### config.mk
export PLATFORM = sky130hd
export DESIGN_NAME = kmp_first_match_finder
export DESIGN_NICKNAME = d
export VERILOG_FILES = /design/src/design/kmp_pkg.sv /design/src/design/kmp_front.sv /design/src/design/kmp_back.sv /design/src/design/kmp_first_match_finder.sv
export SDC_FILE = /design/constraint.sdc
export NUM_CORES = 1
export LEC_CHECK = 0
export CAP_MARGIN = 40
export CORE_MARGIN = 1
export CORE_UTILIZATION = 40
export CTS_CLUSTER_DIAMETER = 60
export DETAILED_ROUTE_END_ITERATION = 6
export DONT_BUFFER_PORTS = 1
export PLACE_DENSITY_LB_ADDON = 0.15
export SYNTH_ARGS = -nofsm -noshare
export SYNTH_HDL_FRONTEND = slang
export SYNTH_SLANG_ARGS = --single-unit
### constraint.sdc
create_clock -name clk -period 5.03 [get_ports clk]
set_clock_uncertainty 0.2 [all_clocks]
set_input_delay 1.006 -clock clk [delete_from_list [all_inputs] [get_ports clk]]
set_output_delay 1.006 -clock clk [all_outputs]
set_load 0.02 [all_outputs]
### src/design/kmp_pkg.sv
`timescale 1ns / 1ps
// ----------------------------------------------------------------------------
// kmp_pkg: shared types and constants
// Word format, operation and status codes, and sequencer states used by the
// front queue and the search engine of the first-match finder.
// ----------------------------------------------------------------------------
package kmp_pkg;

  localparam int PATTERN_MAX_DEF   = 64;
  localparam int POSITION_BITS_DEF = 24;
  localparam int SYM_W             = 8;
  localparam int STATUS_W          = 2;
  localparam int MATCH_START_W     = 24;
  localparam int QUEUE_DEPTH       = 4;

  typedef enum logic {
    OP_PATTERN = 1'b0,
    OP_TEXT    = 1'b1
  } op_t;

  typedef enum logic [STATUS_W-1:0] {
    STATUS_FOUND      = 2'd0,
    STATUS_NOT_FOUND  = 2'd1,
    STATUS_NO_PATTERN = 2'd2
  } status_t;

  typedef enum logic {
    ST_IDLE = 1'b0,
    ST_WALK = 1'b1
  } state_t;

  typedef struct packed {
    op_t              op;
    logic [SYM_W-1:0] sym;
    logic             last;
  } item_t;

endpackage

### src/design/kmp_front.sv
`timescale 1ns / 1ps
// ----------------------------------------------------------------------------
// kmp_front: input classifier and word queue
// Tags each accepted word as a pattern load or a text byte and holds it in a
// short queue until the search engine takes it.
// ----------------------------------------------------------------------------
module kmp_front
  import kmp_pkg::*;
(
  input  logic             clk,
  input  logic             rst_n,
  input  logic             in_push,
  output logic             in_full,
  input  logic             in_req_type,
  input  logic [SYM_W-1:0] in_symbol,
  input  logic             in_is_last,
  output logic             q_valid,
  output item_t            q_item,
  input  logic             q_pop
);

  localparam int PTR_W = $clog2(QUEUE_DEPTH);
  localparam int CNT_W = $clog2(QUEUE_DEPTH + 1);

  item_t            q_mem_r [QUEUE_DEPTH];
  logic [PTR_W-1:0] wr_ptr_r, wr_ptr_nxt;
  logic [PTR_W-1:0] rd_ptr_r, rd_ptr_nxt;
  logic [CNT_W-1:0] count_r, count_nxt;
  logic             do_push, do_pop;
  item_t            in_item;

  assign in_full = (count_r == CNT_W'(QUEUE_DEPTH));
  assign q_valid = (count_r != '0);
  assign q_item  = q_mem_r[rd_ptr_r];
  assign do_push = in_push && !in_full;
  assign do_pop  = q_pop && q_valid;

  always_comb begin
    in_item.op   = in_req_type ? OP_TEXT : OP_PATTERN;
    in_item.sym  = in_symbol;
    in_item.last = in_is_last;
  end

  always_comb begin
    wr_ptr_nxt = wr_ptr_r;
    rd_ptr_nxt = rd_ptr_r;
    count_nxt  = count_r;
    if (do_push) begin
      wr_ptr_nxt = (wr_ptr_r == PTR_W'(QUEUE_DEPTH - 1)) ? '0 : wr_ptr_r + 1'b1;
    end
    if (do_pop) begin
      rd_ptr_nxt = (rd_ptr_r == PTR_W'(QUEUE_DEPTH - 1)) ? '0 : rd_ptr_r + 1'b1;
    end
    if (do_push && !do_pop) begin
      count_nxt = count_r + 1'b1;
    end else if (do_pop && !do_push) begin
      count_nxt = count_r - 1'b1;
    end
  end

  always_ff @(posedge clk) begin
    if (!rst_n) begin
      wr_ptr_r <= '0;
      rd_ptr_r <= '0;
      count_r  <= '0;
    end else begin
      wr_ptr_r <= wr_ptr_nxt;
      rd_ptr_r <= rd_ptr_nxt;
      count_r  <= count_nxt;
    end
  end

  always_ff @(posedge clk) begin
    if (do_push) begin
      q_mem_r[wr_ptr_r] <= in_item;
    end
  end

endmodule

### src/design/kmp_back.sv
`timescale 1ns / 1ps
// ----------------------------------------------------------------------------
// kmp_back: search engine
// Builds the failure table as pattern bytes arrive and walks text bytes
// against the pattern, one memory read per step, with a result register.
// ----------------------------------------------------------------------------
module kmp_back
  import kmp_pkg::*;
#(
  parameter int PATTERN_MAX   = PATTERN_MAX_DEF,
  parameter int POSITION_BITS = POSITION_BITS_DEF
) (
  input  logic                     clk,
  input  logic                     rst_n,
  input  logic                     q_valid,
  input  item_t                    q_item,
  output logic                     q_pop,
  output logic                     out_empty,
  input  logic                     out_pop,
  output logic [STATUS_W-1:0]      out_status,
  output logic [MATCH_START_W-1:0] out_match_start
);

  localparam int IDX_W = $clog2(PATTERN_MAX);
  localparam int LEN_W = $clog2(PATTERN_MAX + 1);
  localparam int CW0   = (POSITION_BITS + 1 > LEN_W) ? POSITION_BITS + 1 : LEN_W;
  localparam int CW    = (CW0 > MATCH_START_W) ? CW0 : MATCH_START_W;

  state_t                   state_r, state_nxt;
  logic [IDX_W-1:0]         idx_r, idx_nxt;
  logic [SYM_W-1:0]         sym_r, sym_nxt;
  logic                     last_r, last_nxt;
  logic                     text_r, text_nxt;
  logic [LEN_W-1:0]         len_r, len_nxt;
  logic                     ready_r, ready_nxt;
  logic [IDX_W-1:0]         bpl_r, bpl_nxt;
  logic [IDX_W-1:0]         j_r, j_nxt;
  logic [POSITION_BITS-1:0] pos_r, pos_nxt;
  logic                     fin_r, fin_nxt;
  logic                     out_valid_r, out_valid_nxt;
  status_t                  out_status_r, out_status_nxt;
  logic [MATCH_START_W-1:0] out_start_r, out_start_nxt;

  logic [SYM_W-1:0]         pat_mem [PATTERN_MAX];
  logic [IDX_W-1:0]         fail_mem [PATTERN_MAX];
  logic [SYM_W-1:0]         pat_rd_r;
  logic [IDX_W-1:0]         fail_rd_r;
  logic [IDX_W-1:0]         pat_raddr, fail_raddr, mem_waddr;
  logic [SYM_W-1:0]         mem_wsym;
  logic [IDX_W-1:0]         mem_wfail;
  logic                     mem_we;

  logic                     out_free;
  logic                     walk_start, walk_done;
  logic                     emit;
  status_t                  emit_status;
  logic [MATCH_START_W-1:0] emit_start;

  function automatic logic [IDX_W-1:0] prev_idx(input logic [IDX_W-1:0] a);
    prev_idx = (a == '0) ? '0 : a - 1'b1;
  endfunction

  assign out_free        = !out_valid_r || out_pop;
  assign out_empty       = !out_valid_r;
  assign out_status      = out_status_r;
  assign out_match_start = out_start_r;

  always_comb begin
    state_nxt = state_r;
    case (state_r)
      ST_IDLE: begin
        if (walk_start) state_nxt = ST_WALK;
      end
      ST_WALK: begin
        if (walk_done) state_nxt = ST_IDLE;
      end
      default: state_nxt = ST_IDLE;
    endcase
  end

  always_comb begin
    logic [LEN_W-1:0] i_eff;
    logic [IDX_W-1:0] k_eff;
    logic [IDX_W-1:0] j_eff;
    logic             hit;
    logic [LEN_W-1:0] final_len;
    logic             found;
    logic             need_res;
    logic [CW-1:0]    p1;
    logic [CW-1:0]    lw;
    logic [CW-1:0]    st_full;

    idx_nxt     = idx_r;
    sym_nxt     = sym_r;
    last_nxt    = last_r;
    text_nxt    = text_r;
    len_nxt     = len_r;
    ready_nxt   = ready_r;
    bpl_nxt     = bpl_r;
    j_nxt       = j_r;
    pos_nxt     = pos_r;
    fin_nxt     = fin_r;
    q_pop       = 1'b0;
    pat_raddr   = idx_r;
    fail_raddr  = prev_idx(idx_r);
    mem_we      = 1'b0;
    mem_waddr   = len_r[IDX_W-1:0];
    mem_wsym    = sym_r;
    mem_wfail   = '0;
    emit        = 1'b0;
    emit_status = STATUS_NOT_FOUND;
    emit_start  = '0;
    walk_start  = 1'b0;
    walk_done   = 1'b0;

    i_eff     = ready_r ? '0 : len_r;
    k_eff     = ready_r ? '0 : bpl_r;
    j_eff     = (LEN_W'(j_r) >= len_r) ? '0 : j_r;
    hit       = (pat_rd_r == sym_r);
    final_len = hit ? LEN_W'(idx_r) + 1'b1 : '0;
    found     = (final_len == len_r);
    need_res  = found || last_r;
    p1        = CW'(pos_r) + CW'(1);
    lw        = CW'(len_r);
    st_full   = (p1 >= lw) ? p1 - lw : '0;

    case (state_r)
      ST_IDLE: begin
        if (q_valid) begin
          if (q_item.op == OP_PATTERN) begin
            q_pop     = 1'b1;
            j_nxt     = '0;
            pos_nxt   = '0;
            fin_nxt   = 1'b0;
            ready_nxt = 1'b0;
            len_nxt   = i_eff;
            bpl_nxt   = k_eff;
            sym_nxt   = q_item.sym;
            last_nxt  = q_item.last;
            text_nxt  = 1'b0;
            if (i_eff == '0) begin
              mem_we    = 1'b1;
              mem_waddr = '0;
              mem_wsym  = q_item.sym;
              mem_wfail = '0;
              bpl_nxt   = '0;
              len_nxt   = LEN_W'(1);
              ready_nxt = q_item.last;
            end else if (i_eff < LEN_W'(PATTERN_MAX)) begin
              idx_nxt    = k_eff;
              pat_raddr  = k_eff;
              fail_raddr = prev_idx(k_eff);
              walk_start = 1'b1;
            end else begin
              // drop bytes past the pattern capacity
              ready_nxt = q_item.last;
            end
          end else if (!ready_r) begin
            if (!q_item.last) begin
              q_pop = 1'b1;
            end else if (out_free) begin
              q_pop       = 1'b1;
              emit        = 1'b1;
              emit_status = STATUS_NO_PATTERN;
              j_nxt       = '0;
              pos_nxt     = '0;
              fin_nxt     = 1'b0;
            end
          end else if (fin_r) begin
            q_pop = 1'b1;
            if (q_item.last) begin
              j_nxt   = '0;
              pos_nxt = '0;
              fin_nxt = 1'b0;
            end
          end else begin
            q_pop      = 1'b1;
            idx_nxt    = j_eff;
            pat_raddr  = j_eff;
            fail_raddr = prev_idx(j_eff);
            sym_nxt    = q_item.sym;
            last_nxt   = q_item.last;
            text_nxt   = 1'b1;
            walk_start = 1'b1;
          end
        end
      end
      ST_WALK: begin
        if (!hit && idx_r != '0) begin
          // fall back along the failure chain
          idx_nxt    = fail_rd_r;
          pat_raddr  = fail_rd_r;
          fail_raddr = prev_idx(fail_rd_r);
        end else if (!text_r) begin
          mem_we    = 1'b1;
          mem_waddr = len_r[IDX_W-1:0];
          mem_wsym  = sym_r;
          mem_wfail = final_len[IDX_W-1:0];
          bpl_nxt   = final_len[IDX_W-1:0];
          len_nxt   = len_r + 1'b1;
          ready_nxt = last_r;
          walk_done = 1'b1;
        end else if (!need_res || out_free) begin
          walk_done   = 1'b1;
          emit        = need_res;
          emit_status = found ? STATUS_FOUND : STATUS_NOT_FOUND;
          emit_start  = found ? st_full[MATCH_START_W-1:0] : '0;
          j_nxt       = found ? '0 : final_len[IDX_W-1:0];
          fin_nxt     = found;
          pos_nxt     = (pos_r == {POSITION_BITS{1'b1}}) ? pos_r : pos_r + 1'b1;
          if (last_r) begin
            j_nxt   = '0;
            pos_nxt = '0;
            fin_nxt = 1'b0;
          end
        end
      end
      default: ;
    endcase

    out_valid_nxt  = out_valid_r;
    out_status_nxt = out_status_r;
    out_start_nxt  = out_start_r;
    if (emit) begin
      out_valid_nxt  = 1'b1;
      out_status_nxt = emit_status;
      out_start_nxt  = emit_start;
    end else if (out_pop) begin
      out_valid_nxt = 1'b0;
    end
  end

  always_ff @(posedge clk) begin
    if (!rst_n) begin
      state_r     <= ST_IDLE;
      len_r       <= '0;
      ready_r     <= 1'b0;
      bpl_r       <= '0;
      j_r         <= '0;
      pos_r       <= '0;
      fin_r       <= 1'b0;
      out_valid_r <= 1'b0;
    end else begin
      state_r     <= state_nxt;
      len_r       <= len_nxt;
      ready_r     <= ready_nxt;
      bpl_r       <= bpl_nxt;
      j_r         <= j_nxt;
      pos_r       <= pos_nxt;
      fin_r       <= fin_nxt;
      out_valid_r <= out_valid_nxt;
    end
  end

  always_ff @(posedge clk) begin
    idx_r        <= idx_nxt;
    sym_r        <= sym_nxt;
    last_r       <= last_nxt;
    text_r       <= text_nxt;
    out_status_r <= out_status_nxt;
    out_start_r  <= out_start_nxt;
  end

  always_ff @(posedge clk) begin
    if (mem_we) begin
      pat_mem[mem_waddr]  <= mem_wsym;
      fail_mem[mem_waddr] <= mem_wfail;
    end
    pat_rd_r  <= pat_mem[pat_raddr];
    fail_rd_r <= fail_mem[fail_raddr];
  end

`ifndef ASSERT_OFF
  a_ready_has_len: assert property (@(posedge clk) disable iff (!rst_n)
    ready_r |-> (len_r != '0))
    else $error("pattern marked ready with zero length");

  a_match_in_range: assert property (@(posedge clk) disable iff (!rst_n)
    ready_r |-> (LEN_W'(j_r) < len_r))
    else $error("matched count not below pattern length");

  a_fin_needs_pattern: assert property (@(posedge clk) disable iff (!rst_n)
    fin_r |-> ready_r)
    else $error("search finished without a loaded pattern");

  a_walk_in_range: assert property (@(posedge clk) disable iff (!rst_n)
    (state_r == ST_WALK && text_r) |-> (LEN_W'(idx_r) < len_r))
    else $error("text walk index past pattern end");

  a_emit_slot: assert property (@(posedge clk) disable iff (!rst_n)
    (out_valid_r && !out_pop) |=> (out_valid_r && $stable(out_start_r)))
    else $error("waiting result overwritten");
`endif

endmodule

### src/design/kmp_first_match_finder.sv
`timescale 1ns / 1ps
// ----------------------------------------------------------------------------
// kmp_first_match_finder: streaming first-match string search
// Knuth-Morris-Pratt search of a byte text for a byte pattern loaded online.
// ----------------------------------------------------------------------------
// Words enter a four-deep queue and are taken one at a time by the search
// engine. A pattern byte that opens a pattern or lies past the capacity, a
// text byte after a match and a text byte with no pattern loaded are taken
// in the idle state alone; other pattern bytes and text bytes being searched
// also go through the walk state, with one more step per failure-table
// fallback, since each step is one read of the pattern and failure memories.
// Fallbacks average under one per byte over a stream, but a single byte can
// take up to its current prefix length in extra steps. The pattern memories
// need no clearing after reset; the block is ready at once. A result waits
// in an output register while the engine goes on with the next word.
module kmp_first_match_finder
  import kmp_pkg::*;
#(
  parameter int PATTERN_MAX   = PATTERN_MAX_DEF,
  parameter int POSITION_BITS = POSITION_BITS_DEF
) (
  input  logic                     clk,
  input  logic                     rst_n,
  input  logic                     in_push,
  output logic                     in_full,
  input  logic                     in_req_type,
  input  logic [SYM_W-1:0]         in_symbol,
  input  logic                     in_is_last,
  output logic                     out_empty,
  input  logic                     out_pop,
  output logic [STATUS_W-1:0]      out_status,
  output logic [MATCH_START_W-1:0] out_match_start
);

  logic  q_valid;
  item_t q_item;
  logic  q_pop;

  kmp_front u_front (
    .clk         (clk),
    .rst_n       (rst_n),
    .in_push     (in_push),
    .in_full     (in_full),
    .in_req_type (in_req_type),
    .in_symbol   (in_symbol),
    .in_is_last  (in_is_last),
    .q_valid     (q_valid),
    .q_item      (q_item),
    .q_pop       (q_pop)
  );

  kmp_back #(
    .PATTERN_MAX   (PATTERN_MAX),
    .POSITION_BITS (POSITION_BITS)
  ) u_back (
    .clk             (clk),
    .rst_n           (rst_n),
    .q_valid         (q_valid),
    .q_item          (q_item),
    .q_pop           (q_pop),
    .out_empty       (out_empty),
    .out_pop         (out_pop),
    .out_status      (out_status),
    .out_match_start (out_match_start)
  );

endmodule

==> metrics, run 1 <==
GRT overflow=0; top cell type's share of synthesized area=0.663; Power Internal=22100 uW; layout cells sized above 1=0.138; status=finished, final reports clean; RSZ-0062 raised after global routing=false; VDD IR max=0.752 mV; drt total wl=129000 um; Yosys cell types=78; die outline width=334 um; WP buf/inv=3; Syn-to-layout area delta=15.5%; async set-or-reset flop fraction in the synthesized netlist=0; ANT cells=0; YS warnings=0; Worst-path clk slew=0.06 ns; clock sink count=1048; syn nets=3349; routing usage on met1=0.322; required time worst endpoint=5.41 ns; Commonest cells post-synth=edfxtp_1 (972), nand2_1 (660), nand3_1 (204), nor2_1 (169), mux2i_1 (123); Setup TNS Final=0 ns; Worst path most repeated cell=buf_4; num rows=121; sw frac=0.432; worst-path maximum fanout=23; Post-Syn Instances=3303; worst min-delay path class=in -> reg; Fmax=0.204 GHz; GP Congestion=0.897; final setup fails=0; 1st-iter DRT viols=2650; final core utilization=0.466; Vias=28300; Pins Over Slew Limit=0; crit path DAT=5.27 ns; crit path time final=4.89 ns; Seq/Total Area, Yosys=0.698; final hold vios=0; Mapped Area=44000 um2; hold_ws=0.162 ns; CTS H-tree depth=3; Chip Height=334 um; met3 Track Usage GR=0.0280; kind of critical path=reg -> reg; PwrDens=764 nW/um2; final cell count without fillers=4982; initial antenna violation count=4; Final #Nets=3516; TritonCTS clock tree=built; Post-synth top flop=edfxtp_1; Most Used Layer, Global Route=met2; largest net degree at the start of global routing=89; Top-Level Pins=42; Residual DRC=0; fin crit share=0.972; Avg Cell Area, Syn=13.3 um2; WL per Instance=25.9 um; largest area contributor in the netlist=edfxtp_1; largest delay contributor family on the critical path=simple AND/OR/NAND/NOR gates; Switch Pwr=16800 uW; Static Leakage=0.0176 uW; total placed cells including tap cells=4769; Synth area leaders=edfxtp_1 (66%), nand2_1 (5.6%), dfxtp_1 (3.5%); CTS max path bufs=3; initial core utilization=0.404; Detailed Routing Iterations Pass 1=5; Die ar.=111000 um2; HPWL after DPL=83900 um; root buffer cell=clkbuf_16; via/cell ratio=5.67; worst slew pin tran=0.912 ns; Worst Setup End Kind=flip-flop; Routed Antenna Nets=0; Max-cap violations=0; total power=38800 uW; Tot GR Track Use=0.230; vias in the first global route=27700; met2 GRT Util=0.373; crit-path cells=xnor2_1, nand4_1, o211ai_1, buf_4, nor2_1, nor4_4, buf_4, nor2_4, nand2_1, buf_4, o221ai_1, nor3_1, nor4_1; top-count cell post-synth=edfxtp_1; slowest stage cell, crit path=nor3_1; first-pass GRT wire length=189000 um; IO Port Bufs=0; Clk pwr share=0.213; number of flops mapped to enable cells by yosys=972; Yosys reg bits=1048; Logic pwr share=0.490; cts bufs inserted=113; register share of total power=0.296; Slew headroom=0.390; Clock Latency Late Sink=0.74 ns; CP peak stage delay=0.73 ns; core area=109000 um2; CP Launch Type=flip-flop
==> cell type report <==
class / instances / area [um2]
tap: 1414 / 1770
multi-input combinational: 2025 / 12300
timing repair buffer: 245 / 2160
clock buffer: 142 / 3020
inverter: 37 / 146
clock inverter: 71 / 689
fill: 9659 / 58200
sequential: 1048 / 30700
==> metal layers <==
| metal | wire length, um | vias up |
|---|---|---|
| li1 | - | 12700 |
| met1 | 56200 | 14300 |
| met2 | 61000 | 1007 |
| met3 | 7560 | 197 |
| met4 | 4120 | 0 |
| met5 | 0 | - |
==> layout by cell type, fill, tap and decap left out, types with 16 or more instances in the layout <==
cell type	instances
nor3_1	52
buf_12	25
buf_4	216
edfxtp_1	972
a22oi_1	18
inv_1	35
nor2b_1	42
o211ai_1	26
dfxtp_1	76
clkinv_1	31
o21ai_0	65
clkinv_2	20
nand2_1	652
mux2i_1	123
nand3_1	204
and3_1	72
and2_1	16
o221ai_1	17
ha_1	30
a311oi_1	23
a32oi_1	20
a211oi_1	41
a31oi_1	17
a21oi_1	95
clkbuf_1	24
nor2_1	164
mux4_2	40
xnor2_1	50
o22ai_1	20
nor4_1	26
clkbuf_16	116
==> cells by family after synthesis <==
kind of cell	count (synthesis)	synth area share
mux	163	0.0484
compound gates	447	0.0713
xor+xnor	66	0.0138
buf+inv	230	0.0245
simple gates	1317	0.135
fa+ha+maj	32	0.00944
flops	1048	0.698
==> power by group through the flow <==
stage | logic [uW] | clock network, uW | registers [uW]
2_1_floorplan | 10900 | 0 | 11600
3_5_place_dp | 19100 | 0 | 11700
3_3_place_gp | 18800 | 0 | 11700
5_1_grt | 20400 | 8750 | 11500
6_report | 19000 | 8280 | 11500
4_1_cts | 19100 | 8430 | 11500
==> registers in the layout, indices dropped and copies added, names as in the netlist, 3 cells and up, named ones only <==
signal,flops
u_back.bpl_r,6
u_back.fail_mem,384
u_back.fail_rd_r,6
u_back.idx_r,6
u_back.j_r,6
u_back.len_r,7
u_back.out_match_start,24
u_back.pat_mem,512
u_back.pat_rd_r,8
u_back.pos_r,24
u_back.sym_r,8
u_front.count_r,3
u_front.q_mem_r,40
==> stage by stage <==
step                setup WS [ns]  instance area [um2]
floorplan                   0.740                44000
finish                      0.139                50800
CTS                         0.169                50800
detailed placement          0.187                47100
global placement            0.213                47000
global route                0.118                50800
==> what timing repair did <==
item                       4_1_cts  5_1_grt
setup endpoints to repair        0        5
hold buffers                     0        0
resized for setup                0        2
setup buffers                    0        0
==> path summary, 6_finish.rpt <==
kind	depth (start not counted)	end	slack (ns)	startpoint
worst max-delay path	13	u_back.pat_rd_r[0]	0.14	u_back.pat_rd_r[0]
worst min-delay path	0	u_front.q_mem_r[2][0]	0.16	in_is_last
worst max register to register	13	u_back.pat_rd_r[0]	0.14	u_back.pat_rd_r[0]
worst min register to register	2	flip-flop	0.31	u_front.rd_ptr_r[0]
Note: power is estimated with default switching activity, not from simulation.
==> run 2, diff against run 1 <==
--- a/config.mk
+++ b/config.mk
@@ -11,6 +11,7 @@
 export CTS_CLUSTER_DIAMETER = 60
 export DETAILED_ROUTE_END_ITERATION = 6
 export DONT_BUFFER_PORTS = 1
+export GPL_TIMING_DRIVEN = 0
 export PLACE_DENSITY_LB_ADDON = 0.15
 export SYNTH_ARGS = -nofsm -noshare
 export SYNTH_HDL_FRONTEND = slang
==> constraint.sdc (replaced) <==
create_clock -name clk -period 4 [get_ports clk]
set_clock_uncertainty 0.2 [all_clocks]
set_input_delay 0.8 -clock clk [delete_from_list [all_inputs] [get_ports clk]]
set_output_delay 0.8 -clock clk [all_outputs]
set_load 0.1 [all_outputs]
==> run 2 against run 1 <==
The run now ends with negative setup slack left. Sequential share of layout area is 5.0 points lower. Die area stayed put. Hold slack got worse by 0.10 ns. Global-route usage increased by 0.67 points. First-iteration DRC count is 7.3% higher. Routed wire length up 3.7%. Via count rose by 2.3%. Final area rose by 9.0%. Critical endpoint is now u_back.fail_rd_r[2]. Register-to-register slack lost 0.44 ns.
==> metrics, run 2 (synthesized netlist as in run 1, its figures left out) <==
reg2reg start=u_back.len_r[4] (was u_back.pat_rd_r[0]); hold_ws=0.0592 ns (was 0.162 ns); largest net degree at the start of global routing=65 (was 89); final hold vios=0 (unchanged); HPWL after DPL=91500 um (was 83900 um); Detailed Routing Iterations Pass 1=5 (unchanged); RSZ-0062 raised after global routing=true (was false); core area=109000 um2 (unchanged); first-pass GRT wire length=193000 um (was 189000 um); Top-Level Pins=42 (unchanged); TritonCTS clock tree=built (unchanged); crit path DAT=4.67 ns (was 5.27 ns); crit path time final=4.30 ns (was 4.89 ns); Final #Nets=3668 (was 3516); via/cell ratio=5.64 (was 5.67); biggest regs=u_back.pat_mem x512, u_back.fail_mem x384, u_front.q_mem_r x40 (unchanged); CP Launch Type=flip-flop (unchanged); ANT cells=0 (unchanged); worst min-delay path class=in -> reg (unchanged); Syn-to-layout area delta=25.9% (was 15.5%); setup ws final=-0.298 ns (was 0.139 ns); initial core utilization=0.404 (unchanged); layout cells sized above 1=0.249 (was 0.138); Setup TNS Final=-1.39 ns (was 0 ns); largest register by flop count=u_back.pat_mem (unchanged); IO Port Bufs=0 (unchanged); Die ar.=111000 um2 (unchanged); status=finished, violations left (was finished, final reports clean); Slew headroom=0.405 (was 0.390); slowest stage cell, crit path=a311oi_2 (was nor3_1); kind of critical path=reg -> reg (unchanged); Clock Latency Late Sink=0.74 ns (about the same); Pins Over Slew Limit=0 (unchanged); worst slew pin tran=0.892 ns (was 0.912 ns); Worst Setup End Kind=flip-flop (unchanged); Hold Startpoint=rst_n (was in_is_last); final setup fails=8 (was 0); crit-path cells=clkbuf_8, clkinvlp_4, ha_4, a21o_1, a22oi_2, o21a_1, buf_6, nand2_4, ha_4, o21ai_4, a221o_1, o2111a_1, buf_2, and2_4, clkbuf_8, a22oi_2, nand2_1, o32ai_4, a311oi_2 (was xnor2_1, nand4_1, o211ai_1, buf_4, nor2_1, nor4_4, buf_4, nor2_4, nand2_1, buf_4, o221ai_1, nor3_1, nor4_1); max reg flops=512 (unchanged); CP peak stage delay=0.37 ns (was 0.73 ns); die outline width=334 um (unchanged); worst-path maximum fanout=10 (was 23); final core utilization=0.508 (was 0.466); initial antenna violation count=0 (was 4); root buffer cell=clkbuf_16 (unchanged); fin crit share=1.07 (was 0.972); most frequent cells in the layout=edfxtp_1 (972), nand2_1 (635), nand3_1 (197), clkbuf_16 (118), buf_4 (113) (was edfxtp_1 (972), nand2_1 (652), buf_4 (216), nand3_1 (204), nor2_1 (164)); Routed Antenna Nets=0 (unchanged); Max-cap violations=0 (unchanged); Fmax=0.233 GHz (was 0.204 GHz); clock sink count=1048 (unchanged); violated checks=negative setup slack; vias in the first global route=28200 (was 27700); drt total wl=134000 um (was 129000 um); Chip Height=334 um (unchanged); required time worst endpoint=4.37 ns (was 5.41 ns); most common cell after layout, fill and taps aside=edfxtp_1 (unchanged); num rows=121 (unchanged); GRT overflow=0 (unchanged); Vias=28900 (was 28300); Tot GR Track Use=0.237 (was 0.230); GP Congestion=0.897 (about the same); Setup crit start=u_back.len_r[4] (was u_back.pat_rd_r[0]); Residual DRC=0 (unchanged); Worst-path clk slew=0.06 ns (about the same); CTS H-tree depth=3 (unchanged); 1st-iter DRT viols=2844 (was 2650); cts bufs inserted=112 (was 113); WL per Instance=26.1 um (was 25.9 um); CTS max path bufs=3 (unchanged)
-- run 2: path summary, 6_finish.rpt --
| path | depth (start not counted) | to | slack, ns |
|---|---|---|---|
| worst min-delay path | 1 | u_back.fin_r | 0.06 |
| worst min register to register | 2 | u_back.fin_r | 0.31 |
| worst max register to register | 19 | u_back.fail_rd_r[2] | -0.30 |
| worst max-delay path | 19 | u_back.fail_rd_r[2] | -0.30 |
-- run 2: cell type report --
type / count / area [um2]
Fill cell: 9275 / 53600
Sequential cell: 1048 / 30700
Multi-Input combinational cell: 2025 / 14600
Clock buffer: 129 / 2900
Timing Repair Buffer: 213 / 2700
Buffer: 185 / 1830
Tap cell: 1414 / 1770
Clock inverter: 78 / 713
Inverter: 37 / 171
-- run 2: per-layer routing --
layer / wire (um) / GRT usage
met1: 58400 / 0.334
met2: 62700 / 0.380
met3: 8460 / 0.0311
met4: 4050 / 0.0742
met5: 0 / 0
-- run 2: stage by stage --
stage,instances,instance area [um2],worst slack (ns)
global placement,4717,45800,-2.64
floorplan,3303,44100,-0.0418
global route,5129,55400,-0.394
finish,5129,55400,-0.298
detailed placement,4823,47700,-2.16
CTS,5096,54200,-0.263
-- run 2: timing repair --
item                                    in CTS  in global routing
cloned                                       1                  3
endpoints found under the setup margin     815                677
hold buffers                                10                  0
endpoints found under the hold margin       40                  0
pin swaps                                   67                 61
gates resized for setup                    550                183
buffers inserted                            59                 35
-- run 2: worst max-delay path, delay by kind of cell (launching register included) --
family	cells	cell delay, ns
flip-flops	1	0.33
buffers and inverters	5	0.93
adder cells (fa/ha/maj)	2	0.44
AND/OR/NAND/NOR	3	0.58
AO/OA/AOI/OAI	9	1.63
Power of run 2 is not shown: default switching activity piles up to over one toggle a cycle in this logic, so the estimate is an artifact.
